$ cat src/design/uvs_pkg.sv
// Shared constants, types and fixed-point helpers for the UV sphere vertex generator.
`default_nettype none
package uvs_pkg;

   localparam int IDX_W      = 9;
   localparam int CNT_W      = 9;
   localparam int RADIUS_W   = 16;
   localparam int POS_W      = 17;
   localparam int NRM_W      = 16;
   localparam int TEX_W      = 17;
   localparam int CORNER_W   = 17;
   localparam int PHASE_W    = 32;
   localparam int Q30_W      = 31;
   localparam int FRAC_BITS  = 32;
   localparam int CSR_IDX_W  = 2;
   localparam int CSR_DATA_W = 16;

   localparam int MAX_SECTORS = 256;
   localparam int MAX_STACKS  = 256;

   localparam int DIV_STEPS     = IDX_W + FRAC_BITS;
   localparam int DIV_PER_STAGE = 6;
   localparam int DIV_STAGES    = (DIV_STEPS + DIV_PER_STAGE - 1) / DIV_PER_STAGE;
   localparam int DIV_TAP16     = IDX_W + 16 - 1;
   localparam int DIV_TAP31     = IDX_W + 31 - 1;
   localparam int SINE_STAGES   = 6;

   localparam logic [RADIUS_W-1:0] RADIUS_RESET = 16'd256;
   localparam logic [CNT_W-1:0]    COUNT_RESET  = 9'd200;
   localparam logic [TEX_W-1:0]    TEX_MAX      = 17'h10000;

   localparam logic [Q30_W-1:0] ONE_Q30 = 31'h4000_0000;
   localparam logic [Q30_W-1:0] K1 = 31'd1686629713;
   localparam logic [Q30_W-1:0] K3 = 31'd693598669;
   localparam logic [Q30_W-1:0] K5 = 31'd85569306;
   localparam logic [Q30_W-1:0] K7 = 31'd5026995;
   localparam logic [Q30_W-1:0] K9 = 31'd172272;
   localparam logic [Q30_W-1:0] HORNER_K [4] = '{K7, K5, K3, K1};

   typedef enum logic [CSR_IDX_W-1:0] {
      CSR_RADIUS,
      CSR_SECTOR_COUNT,
      CSR_STACK_COUNT
   } csr_index_type;

   typedef struct packed {
      logic [IDX_W-1:0]     numer;
      logic [CNT_W-1:0]     rem;
      logic [DIV_STEPS-1:0] quot;
      logic [CNT_W-1:0]     rem16;
      logic [CNT_W-1:0]     rem31;
   } div_state_type;

   typedef struct packed {
      logic                quad_valid;
      logic [CORNER_W-1:0] lower;
      logic [CORNER_W-1:0] upper;
   } side_type;

   typedef struct packed {
      side_type         side;
      logic [TEX_W-1:0] tex_u;
      logic [TEX_W-1:0] tex_v;
      logic [3:0]       neg;
   } carry_type;

   // One restoring step: shift in the next dividend bit, subtract when it fits.
   function automatic div_state_type div_step(div_state_type st, int k,
                                              logic [CNT_W-1:0] d);
      logic [CNT_W:0] trial;
      logic [CNT_W:0] diff;
      logic           take;
      div_state_type  nx;
      trial = {st.rem, st.numer[IDX_W-1]};
      diff  = trial - {1'b0, d};
      take  = trial >= {1'b0, d};
      nx       = st;
      nx.numer = {st.numer[IDX_W-2:0], 1'b0};
      nx.rem   = take ? diff[CNT_W-1:0] : trial[CNT_W-1:0];
      nx.quot  = {st.quot[DIV_STEPS-2:0], take};
      if (k == DIV_TAP16) nx.rem16 = nx.rem;
      if (k == DIV_TAP31) nx.rem31 = nx.rem;
      return nx;
   endfunction

   function automatic logic [Q30_W-1:0] mul_q30_trunc(logic [Q30_W-1:0] a,
                                                      logic [Q30_W-1:0] b);
      logic [2*Q30_W-1:0] p;
      p = (2*Q30_W)'(a) * (2*Q30_W)'(b);
      return p[2*Q30_W-2:Q30_W-1];
   endfunction

   function automatic logic [Q30_W-1:0] mul_q30_round(logic [Q30_W-1:0] a,
                                                      logic [Q30_W-1:0] b);
      logic [2*Q30_W-1:0] p;
      p = (2*Q30_W)'(a) * (2*Q30_W)'(b) + (2*Q30_W)'(ONE_Q30 >> 1);
      return p[2*Q30_W-2:Q30_W-1];
   endfunction

endpackage
`default_nettype wire

$ cat src/design/uvs_divider.sv
// Pipelined restoring divider: index over count with 32 fraction bits and rounding taps.
`default_nettype none
module uvs_divider (
   input  logic                          clock,
   input  logic                          advance,
   input  logic [uvs_pkg::IDX_W-1:0]     numer,
   input  logic [uvs_pkg::CNT_W-1:0]     divisor,
   output uvs_pkg::div_state_type        result
);
   import uvs_pkg::*;

   div_state_type stage_ff [DIV_STAGES];
   div_state_type stage_in [DIV_STAGES];

   always_comb begin
      for (int s = 0; s < DIV_STAGES; s++) begin
         div_state_type st;
         if (s == 0) begin
            st = '0;
            st.numer = numer;
         end else begin
            st = stage_ff[s-1];
         end
         for (int j = 0; j < DIV_PER_STAGE; j++) begin
            if (s * DIV_PER_STAGE + j < DIV_STEPS) begin
               st = div_step(st, s * DIV_PER_STAGE + j, divisor);
            end
         end
         stage_in[s] = st;
      end
   end

   always_ff @(posedge clock) begin
      if (advance) begin
         for (int s = 0; s < DIV_STAGES; s++) stage_ff[s] <= stage_in[s];
      end
   end

   assign result = stage_ff[DIV_STAGES-1];

endmodule
`default_nettype wire

$ cat config.mk
export PLATFORM = sky130hd
export DESIGN_NAME = uvs_divider
export DESIGN_NICKNAME = d
export VERILOG_FILES = /design/src/design/uvs_pkg.sv /design/src/design/uvs_divider.sv
export SDC_FILE = /design/constraint.sdc
export NUM_CORES = 1
export LEC_CHECK = 0
export ABC_AREA = 1
export BUFFER_PORTS_ARGS = -buffer_cell sky130_fd_sc_hd__buf_4
export CORE_AREA = 2 2 306 308
export DETAILED_ROUTE_END_ITERATION = 6
export DIE_AREA = 0 0 308 310
export GPL_TIMING_DRIVEN = 0
export HOLD_SLACK_MARGIN = 0.15
export SETUP_SLACK_MARGIN = 0.02
export SLEW_MARGIN = 0
export SYNTH_ARGS = -nofsm -noshare
export SYNTH_HDL_FRONTEND = slang
export SYNTH_SLANG_ARGS = --single-unit
$ cat constraint.sdc
create_clock -name clock -period 15.5 [get_ports clock]
set_input_delay 2.325 -clock clock [delete_from_list [all_inputs] [get_ports clock]]
set_output_delay 2.325 -clock clock [all_outputs]
set_load 0.005 [all_outputs]
==> reports/metrics.yaml <==
status: "completed"
rows: 112
max_freq_ghz: 0.0723
overflow: 0
avgSynthCellArea_um2: 7.66
hpwl_um: 51400
whs_ps: 401
endpoint_kind: "flip-flop"
antenna_found_initial: 0
top_regs: "stage_ff: 269 flops"
r2r_start: "stage_ff[0][71]"
yosys.area.top_type: "edfxtp_1"
worstPathRequired_ps: 15790
whs_path_depth: 0
num_vias: 23672
cts_inserted_buffers: 34
grt_start_max_net_pins: 116
crit_path_frequent_cell: "nand2_1"
clk_path_buf_depth: 3
syn-cell-area_um2: 27500
drt_wl_total_um: 69800
cts_tree: "yes"
hold_buffers: 0
maxSlewViolCount: 0
synth_flop_cell: "edfxtp_1"
place.gp.congestion: 0.865
synth_enable_flop_cells: 269
critPathLaunchType: "input port"
hold_class: "flip-flop to flip-flop"
top_register: "stage_ff"
worstHoldStart: "stage_ff[3][21]"
final_nets: 4095
cp_data_arrival_time_ps: 14120
first_pass_iters: 5
synth_top_area_share_pct: 29.4
syn_to_final_growth_pct: 12.8
hold_end: "stage_ff[4][27]"
grt_pass1_wl_um: 116000
yosysWarnings: 0
cts-htree-levels: 2
die_x_um: 308
critPathMaxFanout: 28
nFillCells: 9764
yosysSeqAreaShare_pct: 29.4
cts.clk_slew.worst_paths_ps: 70
hold_viol: 0
worst-setup-path-type: "input port to flip-flop"
worst_pin_slew_ps: 1180
wl_per_cell_um: 14.1
ys_types: 63
crit_slowest_cell: "clkbuf_4"
maxCapViolCount: 0
coreArea_um2: 92500
clock-root-buffer: "clkbuf_16"
ys_seq_elements: 269
dieArea_um2: 95500
cts_num_sinks: 269
post_cts_buffers: 0
start_util_pct: 29.7
track_usage_pct: 14.8
crit-reg2reg-capture: "stage_ff[1][67]"
detail-route-antenna-nets: 0
rsz0062_at_grt: "false"
finalCritPeriodShare_pct: 89.3
largest_reg_flops: 269
worst_clock_skew_ps: 26.5
period_minus_slack_ps: 13840
yosys-top-cells-area: "edfxtp_1 29%, ha_1 15%, nand2_1 14%"
reg2reg_slack_ps: 3860
synth_cells: 3588
first_global_vias: 22928
setup_viol: 0
cpPeakStageDelay_ps: 500
antennaDiodeCount: 0
worstSkewPairLatency_ps: 560
async_flop_share_pct: 0
drc_errors: 0
portBuffers: 87
vias_per_cell: 4.79
maxSlewHeadroom_pct: 21.3
ios: 97
drt_iter0_drc: 1405
rr_worst_depth: 66
setup_tns_ps: 0
drive_above_1_share_pct: 9.04
die_h_um: 310
cell usage after synthesis, types with 38 or more instances:
| cell type | number |
|---|---|
| o21ai_0 | 102 |
| nand2_1 | 999 |
| a21oi_1 | 238 |
| ha_1 | 336 |
| xor2_1 | 135 |
| inv_1 | 440 |
| edfxtp_1 | 269 |
| o21bai_1 | 39 |
| nand3_1 | 342 |
| nand4_1 | 38 |
| xnor2_1 | 121 |
| nor2_1 | 171 |
worst max-delay path by stage:
stage,endpoint,slack (ps),depth (start not counted),from
2_1_floorplan,stage_ff[1][66],2860,66,divisor[1]
3_3_place_gp,stage_ff[3][65],-1210,70,divisor[0]
3_5_place_dp,stage_ff[3][61],-1300,70,divisor[0]
4_1_cts,stage_ff[3][65],650,69,divisor[0]
5_1_grt,stage_ff[5][67],290,72,divisor[0]
6_report,stage_ff[5][65],1660,71,divisor[0]
per-stage QoR:
stage               setup WS (ps)  utilization, %  instance area [um^2]  cells
finish                       1660            33.5                 31000   4945
global route                  290            33.5                 31000   4945
CTS                           647            33.5                 31000   4946
detailed placement          -1300            32.3                 29900   4888
global placement            -1210            32.1                 29700   4880
floorplan                    2860               -                 27500   3596
worst max-delay path, delay by kind of cell:
family | cells | cell delay (ps)
AOI/OAI and AO/OA | 13 | 2820
adders and majority gates | 6 | 1940
buffers and inverters | 17 | 3240
and+or+nand+nor | 35 | 3720
cell type report:
class | count | area [um^2] | area share [%]
Multi-Input combinational cell | 2827 | 17500 | 56.3
Sequential cell | 269 | 8080 | 26.0
Inverter | 450 | 1700 | 5.47
Tap cell | 1197 | 1500 | 4.83
Clock buffer | 37 | 883 | 2.85
Timing Repair Buffer | 95 | 851 | 2.74
Buffer | 48 | 323 | 1.04
Clock inverter | 22 | 233 | 0.750
cell families (layout without fill, tap and decap cells):
group                    after synthesis  count (layout)  synth area share [%]
buffers and inverters                500             652                  7.32
XOR/XNOR                             256             256                  8.15
AO/OA/AOI/OAI                        504             504                  11.0
other                                  1               9                0.0136
adder cells (fa/ha/maj)              350             350                  16.3
flip-flops                           269             269                  29.4
AND/OR/NAND/NOR                     1708            1708                  27.9
what timing repair did:
action                     in CTS  in global routing
setup endpoints to repair      20                 20
hold endpoints to repair        0                  0
resized for setup               3                  7
metal layers:
layer | vias up | track usage, % | routed length [um]
li1 | 12370 | - | -
met1 | 10762 | 19.3 | 32900
met2 | 444 | 25.6 | 32300
met3 | 96 | 1.81 | 2860
met4 | 0 | 4.11 | 1740
met5 | - | 0 | 0
cell usage in the layout, fill, tap and decap left out, types with 7 or more instances in the layout:
master     count
nand3_4       11
nand2_4       12
nand2_1      999
nand3b_1       9
clkinv_4       7
nand3_1      342
and2_1         7
buf_2         15
xor2_1       135
o21bai_1      39
a21oi_1      237
o21ai_0      102
o211ai_1       9
nor4_1        10
o31ai_1        7
nor3_1        22
a21o_1        19
edfxtp_1     269
clkbuf_16     35
fa_1          14
nor2_4         9
nand2_2       20
xnor2_1      121
or2_2         21
inv_1        432
a31oi_1       20
conb_1         9
ha_1         336
o21ai_1       18
inv_2         14
nand3_2       24
nand4_1       38
a21oi_4        8
a21oi_2        7
buf_4        106
nor2_1       171
Power is left out: the tool's default activity adds up to more than one toggle a clock period on the data nets, which glitch-free logic cannot reach.
